==> config.mk <==
export PLATFORM = sky130hd
export DESIGN_NAME = co2_sensor_frame_receiver
export DESIGN_NICKNAME = d
export VERILOG_FILES = /design/src/rtl/co2fr_pkg.sv /design/src/rtl/co2fr_parser.sv /design/src/rtl/co2fr_band.sv /design/src/rtl/co2_sensor_frame_receiver.sv
export SDC_FILE = /design/constraint.sdc
export NUM_CORES = 1
export LEC_CHECK = 0
export BUFFER_PORTS_ARGS = -buffer_cell sky130_fd_sc_hd__buf_2
export CAP_MARGIN = 20
export CORE_ASPECT_RATIO = 0.8
export CORE_UTILIZATION = 65
export DETAILED_ROUTE_END_ITERATION = 8
export GPL_ROUTABILITY_DRIVEN = 0
export MAX_ROUTING_LAYER = met4
export PLACE_DENSITY_LB_ADDON = 0.08
export SYNTH_ARGS = -nofsm -noshare
export SYNTH_HDL_FRONTEND = slang
export SYNTH_SLANG_ARGS = --single-unit
==> constraint.sdc <==
create_clock -name clk -period 9.9 [get_ports clk]
set_input_delay 1.485 -clock clk [delete_from_list [all_inputs] [get_ports clk]]
set_output_delay 1.485 -clock clk [all_outputs]
set_load 0.02 [all_outputs]
==> src/rtl/co2fr_pkg.sv <==
// shared types, constants and helpers of the co2 sensor frame receiver
`timescale 1ns / 1ps

package co2fr_pkg;

	localparam int BYTE_W  = 8;
	localparam int STEP_W  = 13;
	localparam int PPM_W   = 16;
	localparam int LEVEL_W = 4;
	localparam int CNT_W   = 4;
	localparam int BANDS   = 8;

	localparam logic [BYTE_W-1:0] START_RESET   = 8'hFF;
	localparam logic [BYTE_W-1:0] COMMAND_RESET = 8'h86;
	localparam logic [STEP_W-1:0] STEP_RESET    = 13'd375;

	// configuration register indexes
	typedef logic [1:0] cfg_idx_t;
	localparam cfg_idx_t CFG_START   = 2'd0;
	localparam cfg_idx_t CFG_COMMAND = 2'd1;
	localparam cfg_idx_t CFG_STEP    = 2'd2;

	// frame hunter states, one-hot
	typedef enum logic [2:0] {
		ST_HUNT = 3'b001,
		ST_CMD  = 3'b010,
		ST_DATA = 3'b100
	} frame_state_t;

	// what the parser reports about the byte on the input port
	typedef struct packed {
		logic                last_slot;
		logic                ok;
		logic [BYTE_W-1:0]   chk;
		logic [PPM_W-1:0]    ppm;
	} frame_end_t;

	// ((b/10)*16 + b%10) mod 256, divide by ten as a reciprocal multiply
	function automatic logic [BYTE_W-1:0] recode(input logic [BYTE_W-1:0] b);
		logic [15:0] prod;
		logic [4:0]  quo;
		logic [7:0]  rem;
		logic [8:0]  sum;
		prod = {8'd0, b} * 16'd205;
		quo  = prod[15:11];
		rem  = b - ({3'd0, quo} * 8'd10);
		sum  = {quo[4:0], 4'b0000} + {1'b0, rem};
		return sum[7:0];
	endfunction

endpackage

==> src/rtl/co2fr_parser.sv <==
// frame hunter: start and command match, byte counting, checksum and data capture
`timescale 1ns / 1ps

module co2fr_parser #(
	parameter int FRAME_BYTES = 9
) (
	input  logic                        clk,
	input  logic                        arst_n,
	input  logic                        cfg_we,
	input  co2fr_pkg::cfg_idx_t         cfg_index,
	input  logic [co2fr_pkg::STEP_W-1:0] cfg_wdata,
	input  logic                        accept,
	input  logic [co2fr_pkg::BYTE_W-1:0] rx_byte,
	output co2fr_pkg::frame_end_t       fe
);
	import co2fr_pkg::*;

	localparam logic [CNT_W-1:0] LAST = CNT_W'(FRAME_BYTES - 1);
	localparam logic [CNT_W-1:0] HIGH_POS = CNT_W'(2);
	localparam logic [CNT_W-1:0] LOW_POS  = CNT_W'(3);

	frame_state_t       state_q;
	logic [CNT_W-1:0]   count_q;
	logic [BYTE_W-1:0]  sum_q;
	logic [BYTE_W-1:0]  high_q;
	logic [BYTE_W-1:0]  low_q;
	logic [BYTE_W-1:0]  start_q;
	logic [BYTE_W-1:0]  command_q;
	logic [BYTE_W-1:0]  low_use;

	always_ff @(posedge clk or negedge arst_n) begin
		if (!arst_n) begin
			start_q   <= START_RESET;
			command_q <= COMMAND_RESET;
		end else if (cfg_we) begin
			if (cfg_index == CFG_START) start_q <= cfg_wdata[BYTE_W-1:0];
			if (cfg_index == CFG_COMMAND) command_q <= cfg_wdata[BYTE_W-1:0];
		end
	end

	// on short frames the checksum byte doubles as the low byte
	assign low_use = (count_q == LOW_POS) ? recode(rx_byte) : low_q;

	always_comb begin
		fe.last_slot = (state_q == ST_DATA) && (count_q == LAST);
		fe.chk       = BYTE_W'(0) - sum_q;
		fe.ok        = (rx_byte == fe.chk);
		fe.ppm       = {high_q, low_use};
	end

	always_ff @(posedge clk or negedge arst_n) begin
		if (!arst_n) begin
			state_q <= ST_HUNT;
			count_q <= '0;
			sum_q   <= '0;
			high_q  <= '0;
			low_q   <= '0;
		end else if (accept) begin
			unique case (state_q)
				ST_CMD: begin
					if (rx_byte == command_q) begin
						state_q <= ST_DATA;
						count_q <= HIGH_POS;
						sum_q   <= rx_byte;
					end else begin
						state_q <= ST_HUNT;
						count_q <= '0;
					end
				end
				ST_DATA: begin
					if (count_q == HIGH_POS) high_q <= recode(rx_byte);
					if (count_q == LOW_POS) low_q <= recode(rx_byte);
					if (count_q < LAST) begin
						sum_q   <= sum_q + rx_byte;
						count_q <= count_q + 1'b1;
					end else begin
						state_q <= ST_HUNT;
						count_q <= '0;
					end
				end
				default: begin
					if (rx_byte == start_q) begin
						state_q <= ST_CMD;
						count_q <= CNT_W'(1);
						sum_q   <= '0;
					end else begin
						state_q <= ST_HUNT;
						count_q <= '0;
					end
				end
			endcase
		end
	end

endmodule

==> src/rtl/co2fr_band.sv <==
// level band lookup against thresholds built when the step is written
`timescale 1ns / 1ps

module co2fr_band (
	input  logic                          clk,
	input  logic                          arst_n,
	input  logic                          cfg_we,
	input  co2fr_pkg::cfg_idx_t           cfg_index,
	input  logic [co2fr_pkg::STEP_W-1:0]  cfg_wdata,
	input  logic [co2fr_pkg::PPM_W-1:0]   ppm,
	output logic                          hit,
	output logic [co2fr_pkg::LEVEL_W-1:0] level
);
	import co2fr_pkg::*;

	logic [PPM_W-1:0] thr_q [BANDS];
	logic [BANDS-1:0] below;

	for (genvar k = 0; k < BANDS; k++) begin : g_thr
		always_ff @(posedge clk or negedge arst_n) begin
			if (!arst_n) begin
				thr_q[k] <= PPM_W'(32'(STEP_RESET) * (k + 1));
			end else if (cfg_we && cfg_index == CFG_STEP) begin
				thr_q[k] <= PPM_W'(32'(cfg_wdata) * (k + 1));
			end
		end
		assign below[k] = ppm < thr_q[k];
	end

	// lowest band whose upper edge lies above ppm
	always_comb begin
		hit   = 1'b0;
		level = '0;
		for (int k = BANDS - 1; k >= 0; k--) begin
			if (below[k]) begin
				hit   = 1'b1;
				level = LEVEL_W'(k + 1);
			end
		end
	end

endmodule

==> src/rtl/co2_sensor_frame_receiver.sv <==
// top level of the co2 sensor response frame receiver
// a result beat becomes valid in the cycle after the frame's checksum byte is accepted
// throughput: one byte per cycle; bytes that do not end a frame never wait on the output
// a checksum byte waits only while an untaken result sits in the output register
// reset: hunting for a start byte, start/command/step at 0xff/0x86/375, stored ppm and level 0
`timescale 1ns / 1ps

module co2_sensor_frame_receiver #(
	parameter int FRAME_BYTES = 9
) (
	input  logic                          clk,
	input  logic                          arst_n,
	// configuration write port
	input  logic                          cfg_we,
	input  co2fr_pkg::cfg_idx_t           cfg_index,
	input  logic [co2fr_pkg::STEP_W-1:0]  cfg_wdata,
	// received byte beats
	input  logic                          in_valid,
	output logic                          in_ready,
	input  logic [co2fr_pkg::BYTE_W-1:0]  rx_byte,
	// result beats
	output logic                          out_valid,
	input  logic                          out_ready,
	output logic                          frame_ok,
	output logic [co2fr_pkg::PPM_W-1:0]   ppm,
	output logic [co2fr_pkg::LEVEL_W-1:0] level,
	output logic [co2fr_pkg::BYTE_W-1:0]  expected_checksum
);
	import co2fr_pkg::*;

	frame_end_t          fe;
	logic                accept;
	logic                band_hit;
	logic [LEVEL_W-1:0]  band_level;
	logic                frame_done;

	// latest accepted reading, kept across bad frames
	logic [PPM_W-1:0]    last_ppm_q;
	logic [LEVEL_W-1:0]  last_level_q;

	// output register
	logic                out_valid_q;
	logic                frame_ok_q;
	logic [PPM_W-1:0]    ppm_q;
	logic [LEVEL_W-1:0]  level_q;
	logic [BYTE_W-1:0]   chk_q;

	// only a checksum byte needs room in the output register
	assign in_ready   = !fe.last_slot || !out_valid_q || out_ready;
	assign accept     = in_valid && in_ready;
	assign frame_done = accept && fe.last_slot;

	co2fr_parser #(
		.FRAME_BYTES(FRAME_BYTES)
	) u_parser (
		.clk      (clk),
		.arst_n   (arst_n),
		.cfg_we   (cfg_we),
		.cfg_index(cfg_index),
		.cfg_wdata(cfg_wdata),
		.accept   (accept),
		.rx_byte  (rx_byte),
		.fe       (fe)
	);

	co2fr_band u_band (
		.clk      (clk),
		.arst_n   (arst_n),
		.cfg_we   (cfg_we),
		.cfg_index(cfg_index),
		.cfg_wdata(cfg_wdata),
		.ppm      (fe.ppm),
		.hit      (band_hit),
		.level    (band_level)
	);

	// a good frame updates ppm; the level moves only when a band matches
	always_ff @(posedge clk or negedge arst_n) begin
		if (!arst_n) begin
			last_ppm_q   <= '0;
			last_level_q <= '0;
		end else if (frame_done && fe.ok) begin
			last_ppm_q <= fe.ppm;
			if (band_hit) last_level_q <= band_level;
		end
	end

	// result beat valid flag
	always_ff @(posedge clk or negedge arst_n) begin
		if (!arst_n) begin
			out_valid_q <= 1'b0;
		end else if (frame_done) begin
			out_valid_q <= 1'b1;
		end else if (out_ready) begin
			out_valid_q <= 1'b0;
		end
	end

	// result payload, loaded with the values the frame leaves behind
	always_ff @(posedge clk) begin
		if (frame_done) begin
			frame_ok_q <= fe.ok;
			chk_q      <= fe.chk;
			ppm_q      <= fe.ok ? fe.ppm : last_ppm_q;
			level_q    <= (fe.ok && band_hit) ? band_level : last_level_q;
		end
	end

	assign out_valid         = out_valid_q;
	assign frame_ok          = frame_ok_q;
	assign ppm               = ppm_q;
	assign level             = level_q;
	assign expected_checksum = chk_q;

`ifndef ASSERT_OFF
	// a finished frame always shows up as a result beat
	a_done_to_out: assert property (@(posedge clk) disable iff (!arst_n)
		frame_done |=> out_valid_q)
		else $error("frame end not followed by a result beat");

	// input stalls only for a checksum byte behind an untaken result
	a_stall_cause: assert property (@(posedge clk) disable iff (!arst_n)
		!in_ready |-> (out_valid_q && fe.last_slot && !out_ready))
		else $error("input stalled without a blocked result");

	// a good frame reports the reading it stored
	a_ok_ppm: assert property (@(posedge clk) disable iff (!arst_n)
		$past(frame_done && fe.ok) |-> (ppm_q == last_ppm_q))
		else $error("reported ppm differs from stored reading");

	// level stays within the band range
	a_level_range: assert property (@(posedge clk) disable iff (!arst_n)
		out_valid_q |-> (level_q <= LEVEL_W'(BANDS)))
		else $error("level out of range");
`endif

endmodule
==> summary.md <==
| Metric | Value |
|---|---|
| Crit path kind | `in -> reg` |
| Final setup TNS | `0 ns` |
| Area share of the largest cell type after synthesis | `22.2%` |
| Area growth, synth to finish | `13.6%` |
| Power density cells | `227 nW/um^2` |
| Post-Synthesis Cells | `1294` |
| Post-synth EDFFs | `29` |
| Die ar. | `19900 sq um` |
| Site Rows | `45` |
| Syn Std Cell Area | `12600 sq um` |
| Core area | `19000 sq um` |
| Element type at the critical path end | `flip-flop` |
| Avg WL per Cell | `18.2 um` |
| Area of the multi-input gates | `8190 sq um` |
| Buffers on Ports | `58` |
| Cell taking the most area after synthesis | `ha_1` |
| Max incr delay on CP | `0.54 ns` |
| Largest cells by area after synthesis | `ha_1 22%, dfrtp_1 18%, edfxtp_1 6.9%, dfstp_2 6.5%, fa_1 4.8%` |
| Design Area, Final | `14300 sq um` |
| Fillers | `1365` |
| Setup Viol. Count Final | `0` |
| DR DRC count | `0` |
| DP Wirelength | `22400 um` |
| CP top delay family | `adder cells` |
| Final Critical Period | `9.74 ns` |
| Fin nets | `1682` |
| Startpoint types | `primary input` |
| Yosys cell types | `74` |
| WL final | `30500 um` |
| Post-synth ARST share | `80.9%` |
| Post-DR vias/cell | `5.95` |
| Warnings, synthesis | `0` |
| Rel. slew slack | `38.7%` |
| Hold Vio Cnt, Final | `0` |
| 1st-iter DRT viols | `653` |
| Die W | `158 um` |
| Die Y | `126 um` |
| Sink Count | `152` |
| Count leader, synth | `ha_1` |
| Clock Root Buffer | `clkbuf_16` |
| Design Power | `3.25 mW` |
| Sequential area share after synthesis | `31.7%` |
| Tot GR Track Use | `33.0%` |
| Vias | `9951` |
| Ant diodes | `0` |
| Peak supply drop | `0.274 mV` |
| Slowest CP cell | `fa_1` |
| Pleak | `7.18 nW` |
| Seq cells post-synth | `152` |
| Crit path DAT | `10.06 ns` |
| Layout Skew | `0.0104 ns` |
| Outcome | `finished, final reports clean` |
| Hold_buf cts | `0` |
| Initial core utilization | `66.3%` |
| Layout cells sized above 1 | `17.8%` |
| Max Slew Vio Count | `0` |
| Avg Cell Area, Syn | `9.72 sq um` |
| Clock H-tree levels | `4` |
| Crit-path max FO | `4` |
| Max Cap Viol | `0` |
| Register area | `3990 sq um` |
| Worst-Skew Late Latency | `0.44 ns` |
| Max Freq | `103 MHz` |
| Fin crit share | `98.4%` |
| Largest net degree at the start of global routing | `72` |
| Setup ws final | `0.158 ns` |
| Placed Area | `13500 sq um` |
| Initial antenna violation count | `0` |
| Antenna Nets Post-Route | `0` |
| Hold Path Class | `reg -> reg` |
| Largest buffer count on any clock path | `2` |
| CTS tree | `done` |
| TritonCTS buffer count | `17` |
| Top_reg_cell synth | `dfrtp_1` |
| Worst path bufs/invs | `7` |
| Total gr overflow | `0` |
| Syn nets | `1575` |
| I/O pin total | `59` |
| Drt pass-1 iters | `5` |
| Commonest cells post-synth | `223 x ha_1, 140 x nand2_1, 125 x inv_1, 103 x o21ai_0, 92 x dfrtp_1` |
| Post-layout util | `75.3%` |
| Worst Tran Pin Value | `0.919 ns` |
| Place WS | `-0.379 ns` |
| Global-route wire length before repair | `49200 um` |
| CTS clock-pin slew for the worst setup and hold paths | `0.07 ns` |
| Worst Path Required | `10.21 ns` |
| Vias in the first global route | `9514` |
-- worst reg2reg max path, delay by kind of cell, from the launching register on --
kind / cells / cell delay, ns
flops: 1 / 0.42
compound gates: 5 / 1.42
mux: 2 / 0.79
buf+inv: 2 / 0.41
fa+ha+maj: 2 / 0.52
simple gates: 2 / 0.65
-- where the power goes --
| group | total, mW | internal [mW] | switching, mW |
|---|---|---|---|
| clock network | 0.658 | 0.341 | 0.318 |
| registers | 0.797 | 0.741 | 0.0563 |
| logic | 1.79 | 0.865 | 0.928 |
| total | 3.25 | 1.95 | 1.30 |
-- routing by layer --
layer / vias up / track usage, % / wire length, um
li1: 4834 / - / -
met1: 4789 / 47.8 / 14800
met2: 290 / 48.5 / 13600
met3: 38 / 5.09 / 1570
met4: 0 / 8.05 / 478
met5: - / - / 0
-- layout by cell type, fill, tap and decap left out, types with 9 or more instances in the layout --
cell	Yosys	layout
buf_4	1	56
inv_1	125	124
a21o_1	29	29
buf_2	3	58
dfstp_2	31	31
dfrtp_1	92	92
a21oi_1	79	77
o21a_1	10	10
xor2_1	34	33
edfxtp_1	29	29
nor3_1	18	18
ha_1	223	215
xnor2_1	46	43
nor2b_1	9	9
o21ai_0	103	102
a211oi_1	15	14
nand3_1	15	15
o211ai_1	9	9
nor2_1	46	46
fa_1	30	30
nand2_1	140	140
mux2_2	34	33
a22oi_1	10	10
clkbuf_16	0	17
-- path summary, 6_finish.rpt --
check,startpoint,end,slack [ns],cells past startpoint
max reg2reg,u_parser.count_q[1]$_DFFE_PN0P_,last_level_q[0]$_DFFE_PN0P_,5.57,13
max in group asynchronous,arst_n,u_parser.sum_q[6]$_DFFE_PN0P_,7.42,2
min in group asynchronous,arst_n,u_band.thr_q[29]$_DFFE_PN0P_,1.09,1
max,rx_byte[1],last_level_q[0]$_DFFE_PN0P_,0.16,38
min,u_band.thr_q[38]$_DFFE_PN1P_,u_band.thr_q[38]$_DFFE_PN1P_,0.47,2
min reg2reg,u_band.thr_q[38]$_DFFE_PN1P_,u_band.thr_q[38]$_DFFE_PN1P_,0.47,2
-- per-stage QoR --
| stage | cells | hold slack, ns |
|---|---|---|
| 6_report | 1672 | 0.471 |
| 5_1_grt | 1672 | 0.491 |
| 4_1_cts | 1667 | 0.472 |
| 3_5_place_dp | 1635 | 0.462 |
| 3_3_place_gp | 1635 | 0.454 |
| 2_1_floorplan | 1294 | 0.442 |
-- timing repair --
| item | CTS | global route |
|---|---|---|
| setup buffers | 0 | 4 |
| setup endpoints to repair | 4 | 8 |
| pin swaps | 1 | 18 |
| gates resized for setup | 3 | 27 |
-- final cells by class --
type	instances	share of cell area, %
clock buffers	17	2.98
well taps	258	2.26
multi-input cells	989	57.3
flip-flops and latches	152	27.9
repair buffers	115	5.05
clock inverters	15	1.21
inverters	126	3.31
-- sequential cells by signal (all words and copies together) (netlist names) --
name and cells:
expected_checksum 8, frame_ok 1, last_level_q 4, last_ppm_q 16, level 4, out_valid 1, ppm 16, u_band.thr_q 55
u_parser.command_q 8, u_parser.count_q 4, u_parser.high_q 8, u_parser.low_q 8, u_parser.start_q 8, u_parser.state_q 3, u_parser.sum_q 8
-- cells by family after synthesis --
logic type,Yosys count,synth area share (%)
xor gates and xnor gates,81,5.75
AOI/OAI and AO/OA,319,15.9
buffers and inverters,153,4.63
adders and majority gates,253,27.0
and+or+nand+nor,292,11.2
muxes,44,3.88
DFF,152,31.7
Note: power is estimated with default switching activity, not from simulation.
